===== src/sv/tqrt_pkg.sv =====
// Shared constants, codes and types for the two-queue retransmit timer.
// Used by tqrt_alu and two_queue_retransmit_timer_top; depends on nothing.
package tqrt_pkg;

  // Pool and field sizes.
  localparam int SLOT_COUNT  = 32;
  localparam int SLOT_BITS   = (SLOT_COUNT > 1) ? $clog2(SLOT_COUNT) : 1;
  localparam int OWNER_BITS  = 8;
  localparam int MAX_RESULTS = 32;
  localparam int COUNT_BITS  = $clog2(SLOT_COUNT + 1);
  localparam int RES_BITS    = $clog2(MAX_RESULTS + 1);
  localparam int TIME_BITS   = 32;
  localparam int TOUT_BITS   = 16;
  localparam int CTX_BITS    = 8;
  localparam int HANDLE_BITS = 5;
  localparam int EV_BITS     = 3;

  // Free-slot scan looks at one group of slots per cycle.
  localparam int GROUP_W    = 8;
  localparam int PE_BITS    = $clog2(GROUP_W);
  localparam int GROUPS     = (SLOT_COUNT + GROUP_W - 1) / GROUP_W;
  localparam int GRP_BITS   = (GROUPS > 1) ? $clog2(GROUPS) : 1;
  localparam int PAD_W      = GROUPS * GROUP_W;

  // Input action codes.
  typedef enum logic [1:0] {
    ACT_START = 2'd0,
    ACT_STOP  = 2'd1,
    ACT_TICK  = 2'd2,
    ACT_NONE  = 2'd3
  } act_t;

  // Result event codes.
  typedef enum logic [EV_BITS-1:0] {
    EV_STARTED   = 3'd0,
    EV_START_REJ = 3'd1,
    EV_STOPPED   = 3'd2,
    EV_STOP_REJ  = 3'd3,
    EV_EXPIRED   = 3'd4,
    EV_NO_EXPIRY = 3'd5
  } ev_t;

  // Shared adder operation.
  typedef enum logic {
    ALU_ADD = 1'b0,
    ALU_SUB = 1'b1
  } alu_op_t;

  // Sequencer states.
  typedef enum logic [2:0] {
    ST_IDLE,
    ST_FIND,
    ST_ALLOC,
    ST_STOP,
    ST_TICK_RD,
    ST_TICK_CMP,
    ST_TICK_END
  } state_t;

endpackage


===== src/sv/tqrt_alu.sv =====
// Shared 32-bit add/subtract unit of the retransmit timer.
// Depends on tqrt_pkg for the operation code and time width.
module tqrt_alu (
  input  logic [tqrt_pkg::TIME_BITS-1:0] a,
  input  logic [tqrt_pkg::TIME_BITS-1:0] b,
  input  tqrt_pkg::alu_op_t              op,
  output logic [tqrt_pkg::TIME_BITS-1:0] sum,
  output logic                           carry
);
  import tqrt_pkg::*;

  logic [TIME_BITS-1:0] b_eff;
  logic [TIME_BITS:0]   full;

  // Subtraction is a + ~b + 1; carry out set means a >= b unsigned.
  always_comb begin
    b_eff = (op == ALU_SUB) ? ~b : b;
    full  = {1'b0, a} + {1'b0, b_eff} + {{TIME_BITS{1'b0}}, (op == ALU_SUB)};
    sum   = full[TIME_BITS-1:0];
    carry = full[TIME_BITS];
  end

endmodule


===== src/sv/two_queue_retransmit_timer_top.sv =====
// Two-queue retransmit timer: slot pool, two linked timer queues, sequencer.
// Depends on tqrt_pkg and instantiates the shared adder tqrt_alu.
// Start: ST_FIND scans 1 to 4 free-slot groups, then ST_ALLOC stores the slot;
// a full pool is rejected once the last group is scanned. A start or stop with
// an unknown kind is answered in the cycle after accept and never raises busy.
// Stop: ST_STOP answers. Tick: ST_TICK_RD reads a queue's head, ST_TICK_CMP
// checks it, again per expired head, then ST_TICK_END closes; every expiry costs
// one adder use. busy is high from the cycle after accept until the last word
// is registered; the receiver cannot stall the block.
// Reset (rst, synchronous) empties both queues and frees all slots; slot memory
// keeps its contents and is only read for slots in use.
module two_queue_retransmit_timer_top (
  input  logic                             clk,
  input  logic                             rst,
  input  logic                             start,
  input  logic [1:0]                       action,
  input  logic [1:0]                       timer_kind,
  input  logic [tqrt_pkg::TOUT_BITS-1:0]   timeout,
  input  logic [tqrt_pkg::CTX_BITS-1:0]    context_id,
  input  logic [tqrt_pkg::HANDLE_BITS-1:0] handle,
  input  logic [tqrt_pkg::TIME_BITS-1:0]   current_time,
  output logic                             busy,
  output logic                             result_valid,
  output logic [tqrt_pkg::EV_BITS-1:0]     event_res,
  output logic [tqrt_pkg::HANDLE_BITS-1:0] slot,
  output logic                             kind_out,
  output logic [tqrt_pkg::CTX_BITS-1:0]    owner,
  output logic                             last
);
  import tqrt_pkg::*;

  // Sequencer and latched request.
  state_t                 state, state_next;
  logic                   kind_r, kind_r_next;
  logic [TOUT_BITS-1:0]   tout_r, tout_r_next;
  logic [OWNER_BITS-1:0]  ctx_r, ctx_r_next;
  logic [HANDLE_BITS-1:0] hnd_r, hnd_r_next;
  logic [TIME_BITS-1:0]   now_r, now_r_next;
  logic [GRP_BITS-1:0]    grp, grp_next;
  logic [SLOT_BITS-1:0]   free_slot, free_slot_next;
  logic                   q, q_next;
  logic [RES_BITS-1:0]    n_res, n_res_next;

  // Expiry held back one step so the final word can carry last.
  logic                   pend_valid, pend_valid_next;
  logic [SLOT_BITS-1:0]   pend_slot, pend_slot_next;
  logic                   pend_kind, pend_kind_next;
  logic [OWNER_BITS-1:0]  pend_owner, pend_owner_next;

  // Queue bookkeeping.
  logic [SLOT_COUNT-1:0]  used, used_next;
  logic [SLOT_BITS-1:0]   head [2];
  logic [SLOT_BITS-1:0]   head_next [2];
  logic [SLOT_BITS-1:0]   tail [2];
  logic [SLOT_BITS-1:0]   tail_next [2];
  logic [COUNT_BITS-1:0]  count [2];
  logic [COUNT_BITS-1:0]  count_next [2];

  // Result register next values.
  logic                   result_valid_next;
  logic [EV_BITS-1:0]     event_res_next;
  logic [HANDLE_BITS-1:0] slot_next;
  logic                   kind_out_next;
  logic [CTX_BITS-1:0]    owner_next;
  logic                   last_next;

  // Slot memories: deadline, owner, queue, and the two link fields.
  logic [TIME_BITS-1:0]   dl_mem [SLOT_COUNT];
  logic [OWNER_BITS-1:0]  ow_mem [SLOT_COUNT];
  logic                   qu_mem [SLOT_COUNT];
  logic [SLOT_BITS-1:0]   nx_mem [SLOT_COUNT];
  logic [SLOT_BITS-1:0]   pv_mem [SLOT_COUNT];
  logic [TIME_BITS-1:0]   dl_rd;
  logic [OWNER_BITS-1:0]  ow_rd;
  logic                   qu_rd;
  logic [SLOT_BITS-1:0]   nx_rd;
  logic [SLOT_BITS-1:0]   pv_rd;
  logic [SLOT_BITS-1:0]   rd_addr;
  logic                   slot_we;
  logic [SLOT_BITS-1:0]   slot_wa;
  logic                   nx_we;
  logic [SLOT_BITS-1:0]   nx_wa;
  logic [SLOT_BITS-1:0]   nx_wd;
  logic                   pv_we;
  logic [SLOT_BITS-1:0]   pv_wa;
  logic [SLOT_BITS-1:0]   pv_wd;

  // Shared adder.
  logic [TIME_BITS-1:0]   alu_b;
  alu_op_t                alu_op;
  logic [TIME_BITS-1:0]   alu_sum;
  logic                   alu_carry;

  // Free-slot scan.
  logic [PAD_W-1:0]       used_pad;
  logic [GROUP_W-1:0]     grp_bits;
  logic [PE_BITS-1:0]     pe;
  logic                   grp_free;
  logic [SLOT_BITS-1:0]   found_slot;

  logic                   accept;
  logic                   kind_ok;
  logic                   stop_ok;
  logic [SLOT_BITS-1:0]   hslot;
  logic                   due;

  assign busy    = (state != ST_IDLE);
  assign accept  = start && !busy;
  assign kind_ok = !timer_kind[1];
  assign stop_ok = kind_ok && (32'(handle) < SLOT_COUNT);
  assign hslot   = SLOT_BITS'(hnd_r);
  assign due     = alu_carry;

  tqrt_alu u_alu (
    .a     (now_r),
    .b     (alu_b),
    .op    (alu_op),
    .sum   (alu_sum),
    .carry (alu_carry)
  );

  // Slots past the pool end read as taken.
  generate
    if (PAD_W == SLOT_COUNT) begin : g_nopad
      assign used_pad = used;
    end else begin : g_pad
      assign used_pad = {{(PAD_W - SLOT_COUNT){1'b1}}, used};
    end
  endgenerate

  // Lowest free slot within the current group.
  always_comb begin
    grp_bits = used_pad[grp * GROUP_W +: GROUP_W];
    pe       = '0;
    grp_free = 1'b0;
    for (int i = GROUP_W - 1; i >= 0; i--) begin
      if (!grp_bits[i]) begin
        pe       = PE_BITS'(i);
        grp_free = 1'b1;
      end
    end
    found_slot = SLOT_BITS'({grp, pe});
  end

  // Adder operand selection.
  always_comb begin
    if (state == ST_TICK_CMP) begin
      alu_b  = dl_rd;
      alu_op = ALU_SUB;
    end else begin
      alu_b  = TIME_BITS'(tout_r);
      alu_op = ALU_ADD;
    end
  end

  // Next-state logic.
  always_comb begin
    state_next = state;
    unique case (state)
      ST_IDLE: begin
        if (accept) begin
          unique case (action)
            ACT_START: if (kind_ok) state_next = ST_FIND;
            ACT_STOP:  if (stop_ok) state_next = ST_STOP;
            ACT_TICK:  state_next = ST_TICK_RD;
            default:   state_next = ST_IDLE;
          endcase
        end
      end
      ST_FIND: begin
        if (grp_free) begin
          state_next = ST_ALLOC;
        end else if (grp == GRP_BITS'(GROUPS - 1)) begin
          state_next = ST_IDLE;
        end
      end
      ST_ALLOC: state_next = ST_IDLE;
      ST_STOP:  state_next = ST_IDLE;
      ST_TICK_RD: begin
        if (count[q] != '0) begin
          state_next = ST_TICK_CMP;
        end else if (q) begin
          state_next = ST_TICK_END;
        end
      end
      ST_TICK_CMP: begin
        if (due) begin
          state_next = (n_res == RES_BITS'(MAX_RESULTS - 1)) ? ST_TICK_END : ST_TICK_RD;
        end else begin
          state_next = q ? ST_TICK_END : ST_TICK_RD;
        end
      end
      ST_TICK_END: state_next = ST_IDLE;
      default:     state_next = ST_IDLE;
    endcase
  end

  // Datapath, memory write controls and result words.
  always_comb begin
    kind_r_next       = kind_r;
    tout_r_next       = tout_r;
    ctx_r_next        = ctx_r;
    hnd_r_next        = hnd_r;
    now_r_next        = now_r;
    grp_next          = grp;
    free_slot_next    = free_slot;
    q_next            = q;
    n_res_next        = n_res;
    pend_valid_next   = pend_valid;
    pend_slot_next    = pend_slot;
    pend_kind_next    = pend_kind;
    pend_owner_next   = pend_owner;
    used_next         = used;
    head_next         = head;
    tail_next         = tail;
    count_next        = count;
    result_valid_next = 1'b0;
    event_res_next    = event_res;
    slot_next         = slot;
    kind_out_next     = kind_out;
    owner_next        = owner;
    last_next         = 1'b0;
    rd_addr           = head[q];
    slot_we           = 1'b0;
    slot_wa           = free_slot;
    nx_we             = 1'b0;
    nx_wa             = tail[kind_r];
    nx_wd             = free_slot;
    pv_we             = 1'b0;
    pv_wa             = free_slot;
    pv_wd             = tail[kind_r];

    unique case (state)
      ST_IDLE: begin
        rd_addr = SLOT_BITS'(handle);
        if (accept) begin
          kind_r_next     = timer_kind[0];
          tout_r_next     = timeout;
          ctx_r_next      = OWNER_BITS'(context_id);
          hnd_r_next      = handle;
          now_r_next      = current_time;
          grp_next        = '0;
          q_next          = 1'b0;
          n_res_next      = '0;
          pend_valid_next = 1'b0;
          // Unknown kind or bad handle is answered at once.
          if (action == ACT_START && !kind_ok) begin
            result_valid_next = 1'b1;
            event_res_next    = EV_START_REJ;
            slot_next         = '0;
            kind_out_next     = 1'b0;
            owner_next        = '0;
            last_next         = 1'b1;
          end else if (action == ACT_STOP && !stop_ok) begin
            result_valid_next = 1'b1;
            event_res_next    = EV_STOP_REJ;
            slot_next         = handle;
            kind_out_next     = 1'b0;
            owner_next        = '0;
            last_next         = 1'b1;
          end
        end
      end

      ST_FIND: begin
        grp_next = grp + 1'b1;
        if (grp_free) begin
          free_slot_next = found_slot;
        end else if (grp == GRP_BITS'(GROUPS - 1)) begin
          // Pool is full.
          result_valid_next = 1'b1;
          event_res_next    = EV_START_REJ;
          slot_next         = '0;
          kind_out_next     = 1'b0;
          owner_next        = '0;
          last_next         = 1'b1;
        end
      end

      ST_ALLOC: begin
        // Store the slot and append it at the tail of its queue.
        slot_we = 1'b1;
        pv_we   = 1'b1;
        if (count[kind_r] != '0) begin
          nx_we = 1'b1;
        end else begin
          head_next[kind_r] = free_slot;
        end
        tail_next[kind_r]  = free_slot;
        count_next[kind_r] = count[kind_r] + 1'b1;
        used_next[free_slot] = 1'b1;
        result_valid_next  = 1'b1;
        event_res_next     = EV_STARTED;
        slot_next          = HANDLE_BITS'(free_slot);
        kind_out_next      = kind_r;
        owner_next         = CTX_BITS'(ctx_r);
        last_next          = 1'b1;
      end

      ST_STOP: begin
        result_valid_next = 1'b1;
        last_next         = 1'b1;
        if (used[hslot] && qu_rd == kind_r) begin
          // Unlink from the neighbors, or move head and tail.
          if (hslot == head[kind_r]) begin
            head_next[kind_r] = nx_rd;
          end else begin
            nx_we = 1'b1;
            nx_wa = pv_rd;
            nx_wd = nx_rd;
          end
          if (hslot == tail[kind_r]) begin
            tail_next[kind_r] = pv_rd;
          end else begin
            pv_we = 1'b1;
            pv_wa = nx_rd;
            pv_wd = pv_rd;
          end
          count_next[kind_r] = count[kind_r] - 1'b1;
          used_next[hslot]   = 1'b0;
          event_res_next     = EV_STOPPED;
          slot_next          = hnd_r;
          kind_out_next      = kind_r;
          owner_next         = CTX_BITS'(ow_rd);
        end else begin
          event_res_next = EV_STOP_REJ;
          slot_next      = hnd_r;
          kind_out_next  = 1'b0;
          owner_next     = '0;
        end
      end

      ST_TICK_RD: begin
        // Empty first queue moves straight on to the second.
        if (count[q] == '0 && !q) begin
          q_next = 1'b1;
        end
      end

      ST_TICK_CMP: begin
        if (due) begin
          // Release the held word and hold this expiry in its place.
          if (pend_valid) begin
            result_valid_next = 1'b1;
            event_res_next    = EV_EXPIRED;
            slot_next         = HANDLE_BITS'(pend_slot);
            kind_out_next     = pend_kind;
            owner_next        = CTX_BITS'(pend_owner);
          end
          pend_valid_next  = 1'b1;
          pend_slot_next   = head[q];
          pend_kind_next   = q;
          pend_owner_next  = ow_rd;
          head_next[q]     = nx_rd;
          count_next[q]    = count[q] - 1'b1;
          used_next[head[q]] = 1'b0;
          n_res_next       = n_res + 1'b1;
        end else if (!q) begin
          q_next = 1'b1;
        end
      end

      ST_TICK_END: begin
        result_valid_next = 1'b1;
        last_next         = 1'b1;
        if (pend_valid) begin
          event_res_next = EV_EXPIRED;
          slot_next      = HANDLE_BITS'(pend_slot);
          kind_out_next  = pend_kind;
          owner_next     = CTX_BITS'(pend_owner);
        end else begin
          event_res_next = EV_NO_EXPIRY;
          slot_next      = '0;
          kind_out_next  = 1'b0;
          owner_next     = '0;
        end
      end

      default: begin
        result_valid_next = 1'b0;
      end
    endcase
  end

  // Slot memories with registered reads.
  always_ff @(posedge clk) begin
    if (slot_we) begin
      dl_mem[slot_wa] <= alu_sum;
      ow_mem[slot_wa] <= ctx_r;
      qu_mem[slot_wa] <= kind_r;
    end
    if (nx_we) begin
      nx_mem[nx_wa] <= nx_wd;
    end
    if (pv_we) begin
      pv_mem[pv_wa] <= pv_wd;
    end
    dl_rd <= dl_mem[rd_addr];
    ow_rd <= ow_mem[rd_addr];
    qu_rd <= qu_mem[rd_addr];
    nx_rd <= nx_mem[rd_addr];
    pv_rd <= pv_mem[rd_addr];
  end

  // Control registers.
  always_ff @(posedge clk) begin
    if (rst) begin
      state        <= ST_IDLE;
      used         <= '0;
      count[0]     <= '0;
      count[1]     <= '0;
      pend_valid   <= 1'b0;
      result_valid <= 1'b0;
      last         <= 1'b0;
    end else begin
      state        <= state_next;
      used         <= used_next;
      count        <= count_next;
      pend_valid   <= pend_valid_next;
      result_valid <= result_valid_next;
      last         <= last_next;
    end
  end

  // Payload registers.
  always_ff @(posedge clk) begin
    kind_r     <= kind_r_next;
    tout_r     <= tout_r_next;
    ctx_r      <= ctx_r_next;
    hnd_r      <= hnd_r_next;
    now_r      <= now_r_next;
    grp        <= grp_next;
    free_slot  <= free_slot_next;
    q          <= q_next;
    n_res      <= n_res_next;
    pend_slot  <= pend_slot_next;
    pend_kind  <= pend_kind_next;
    pend_owner <= pend_owner_next;
    head       <= head_next;
    tail       <= tail_next;
    event_res  <= event_res_next;
    slot       <= slot_next;
    kind_out   <= kind_out_next;
    owner      <= owner_next;
  end

  // Every slot in use sits in exactly one queue.
  a_count_matches_used: assert property (@(posedge clk) disable iff (rst)
    $countones(used) == (int'(count[0]) + int'(count[1])))
    else $error("queue counts disagree with slots in use");

  // The closing step of a tick always delivers the final word.
  a_tick_end_last: assert property (@(posedge clk) disable iff (rst)
    (state == ST_TICK_END) |=> (result_valid && last))
    else $error("tick closed without a final word");

  // A word that is not final means the block is still working.
  a_more_words_busy: assert property (@(posedge clk) disable iff (rst)
    (result_valid && !last) |-> busy)
    else $error("non-final word while idle");

endmodule


===== config.mk =====
export PLATFORM = sky130hd
export DESIGN_NAME = two_queue_retransmit_timer_top
export DESIGN_NICKNAME = d
export VERILOG_FILES = /design/src/sv/tqrt_pkg.sv /design/src/sv/tqrt_alu.sv /design/src/sv/two_queue_retransmit_timer_top.sv
export SDC_FILE = /design/constraint.sdc
export NUM_CORES = 2
export LEC_CHECK = 0
export BUFFER_PORTS_ARGS = -buffer_cell sky130_fd_sc_hd__buf_2
export CORE_MARGIN = 4
export CORE_UTILIZATION = 40
export CTS_CLUSTER_SIZE = 30
export DETAILED_ROUTE_END_ITERATION = 10
export GPL_TIMING_DRIVEN = 0
export HOLD_SLACK_MARGIN = 0.08
export PLACE_DENSITY_LB_ADDON = 0.15
export SLEW_MARGIN = 30
export SYNTH_ARGS = -nofsm -noshare
export SYNTH_HDL_FRONTEND = slang
export SYNTH_SLANG_ARGS = --single-unit

===== constraint.sdc =====
create_clock -name clk -period 8.2 [get_ports clk]
set_input_delay 1.64 -clock clk [delete_from_list [all_inputs] [get_ports clk]]
set_output_delay 1.64 -clock clk [all_outputs]
set_load 0.05 [all_outputs]

==> run summary <==
Yosys warns: 0
Required @ worst endpoint: 8.74 ns
Yosys top cell area share: 70.20%
Residual DRC count: 0
Worst slew pin tran: 1.029 ns
Most common cell after layout, fill and taps aside: edfxtp_1
Fin. max-slew vios: 0
Die X: 441.7 um
Clock-pin slew on the worst setup and hold paths: 0.06 ns
EDFF count, synth: 1,759
Drt pass-1 iters: 8
Area growth from synthesis to layout: 19.69%
Largest cells by area after synthesis: edfxtp_1, mux4_2, dfxtp_1
Critical Path End Type: register
GRT overflow: 0
Half-perimeter wire length after placement: 151,500 um
Port-buffer cells: 87
Lkg Pwr: 0.02931 uW
Most frequent cells in the layout: edfxtp_1, mux4_2, clkbuf_16
Fin Clk Skew: 0.03539 ns
Top layer in use: met4
Maximum vdd drop: 0.2220 mV
Num rows: 158
Share of layout cells above drive strength 1: 28.70%
#FFs+latches synth: 1,860
Cells after Synth: 4,008
Critical path class: register to register
Routed WL: 217,300 um
Routed len/inst: 30.50 um
Worst rel slew slack: 31.37%
H-tree depth: 4
Antenna violations before repair: 6
Worst hold path class: register to register
Met2 wire len: 105,700 um
Seq/Total Area, Yosys: 72.89%
Crit Path Max Fanout: 15
Worst EP arrival: 7.86 ns
Clk root buf: clkbuf_16
CTS Hold Bufs: 0
FILL cells: 15,480
DRT iter0 DRCs: 4,179
Detail Route Antenna Nets: 0
Starting Density: 40.40%
First-pass GRT wire length: 310,000 um
CTS tree: yes
Die Y: 441.7 um
Tcrit/Tclk final: 89.36%
Met3 WL: 13,510 um
Clock Sinks: 1,860
RSZ-0062 raised after global routing: no
Fin nets: 4,578
Hold_ws: 0.4307 ns
Net count after synthesis: 4,113
Syn Std Cell Area: 75,240 um^2
Die area: 195,100 um^2
Cell Pwr Density: 275.3 nW/um^2
Syn Area/Cell: 18.77 um^2
Main synth FF type: edfxtp_1
Number of buffers created by CTS: 197
DR vias/cell: 5.719
Post-synth ARST share: 0%
Clk_lat worst skew: 0.84 ns
Via Count: 40,760
Post-DP Area: 83,300 um^2
Leading area contributor after synthesis: edfxtp_1
Post-Route Utilization: 48.36%
Fmax: 0.1365 GHz
Tot GR Track Use: 21.99%
Largest net degree at the start of global routing: 41
Min Tclk post-route: 7.327 ns
Core area: 186,200 um^2
Critical path startpoint category: register
Post-synth cell types: 86
RePlAce Congestion: 0.8809
Design area: 90,060 um^2
Post-CTS Setup Inserts: 0
Status: complete, no violations
Setup TNS: 0 ns
DRT met1 WL: 91,940 um
Final Setup Violations: 0
Final Hold Viols: 0
# Max-Cap Violations: 0
IO Pins: 88
Post-CTS sizing: 0
Vias in the first global route: 41,230
Clk buf depth: 3
-- metrics by stage --
| stage | setup slack (ns) | total power (uW) | cells |
|---|---|---|---|
| final | 0.8726 | 24790 | 7127 |
| after global routing | 0.4724 | 25710 | 7124 |
| after CTS | 0.5511 | 25030 | 7121 |
| after detailed placement | 0.6053 | 15880 | 6751 |
| after global placement | -2.684 | 15590 | 6575 |
| after floorplan | 2.408 | 14010 | 4008 |
-- critical path, cell delays in order (launching register included) --
cell and delay [ns]:
dfxtp_1 0.30, buf_2 0.18, and3b_1 0.17, buf_2 0.39
buf_2 0.58, clkbuf_1 0.68, a21oi_1 0.16, ha_1 0.50
nand3_1 0.16, o21bai_1 0.25, a211oi_1 0.68, o31ai_2 0.25
a21oi_1 0.70, a221o_1 0.57, buf_2 0.36, nand2_1 0.15
inv_1 0.76, a2111oi_1 0.15
-- report_power, final --
group	leakage, uW	internal, uW	switching, uW
registers	0.0167	11100	153
logic	0.00933	1680	2740
clock network	0.00327	5370	3800
total	0.0293	18100	6680
-- cell type report --
| class | instances | area [um^2] | area share [%] |
|---|---|---|---|
| flip-flops and latches | 1860 | 54840 | 60.90 |
| multi-input cells | 1872 | 19930 | 22.13 |
| clock buffers | 259 | 5450 | 6.052 |
| repair buffers | 266 | 4218 | 4.683 |
| well taps | 2480 | 3103 | 3.445 |
| clock inverters | 111 | 1260 | 1.399 |
| plain buffers | 235 | 1090 | 1.210 |
| inverters | 41 | 158.9 | 0.1764 |
| diodes | 3 | 7.507 | 0.008336 |
-- logic make-up (layout without fill, tap and decap cells) --
family	after synthesis	in the layout	share of synthesized area [%]
and+or+nand+nor	584	584	3.537
muxes	687	687	16.25
adders and majority gates	37	37	0.6252
xor gates and xnor gates	47	47	0.5471
other	0	3	0
buffers and inverters	276	912	1.616
AOI/OAI and AO/OA	517	517	4.536
DFF	1860	1860	72.89
-- final timing paths --
kind                    startpoint                      end  slack, ns  depth (start not counted)
max reg2reg  state[0]$_SDFFE_PP0P_              q$_DFFE_PP_       0.87                         17
max          state[0]$_SDFFE_PP0P_              q$_DFFE_PP_       0.87                         17
min reg2reg       ow_rd[5]$_DFF_P_  pend_owner[5]$_DFFE_PP_       0.43                          0
min               ow_rd[5]$_DFF_P_  pend_owner[5]$_DFFE_PP_       0.43                          0
-- sequential cells by signal, summed over array words and instances (netlist names), 6 cells and up --
register	count
count	12
head	10
n_res	6
ctx_r	8
ow_mem	256
tail	10
used	32
now_r	32
pend_owner	8
pv_mem	160
qu_mem	32
ow_rd	8
dl_rd	32
dl_mem	1024
tout_r	16
nx_mem	160
owner	8
-- cell usage after synthesis (6+ instances only) --
library cell  number
nand2b_1          16
dfxtp_1          101
and3_1             8
or3_1             14
or2_2              7
mux2_2           117
o22ai_1           49
nand3_1           33
o221ai_1          19
edfxtp_1        1759
a21oi_1          133
buf_4             16
nor4_1             6
a221o_1           18
mux4_2           416
nor3_1            25
buf_2             78
nand3b_1          11
nor3b_1            7
nor2_1           215
o21ai_0          101
xor2_1            21
ha_1              36
o211ai_1          53
xnor2_1           26
a21o_1            17
a22oi_1           20
a221oi_1          11
nor2b_1           20
mux2i_1          154
buf_1             38
a31oi_1           10
inv_1             39
nand2_1          187
clkbuf_1         100
and2_1             9
a222oi_1           8
o21ai_1           13
-- layer usage --
layer	track usage, %	vias to the layer above
met5	0	-
met4	6.547	0
met3	3.718	286
met2	35.90	1489
met1	30.44	21650
li1	-	17340
Note: power is estimated with default switching activity, not from simulation.
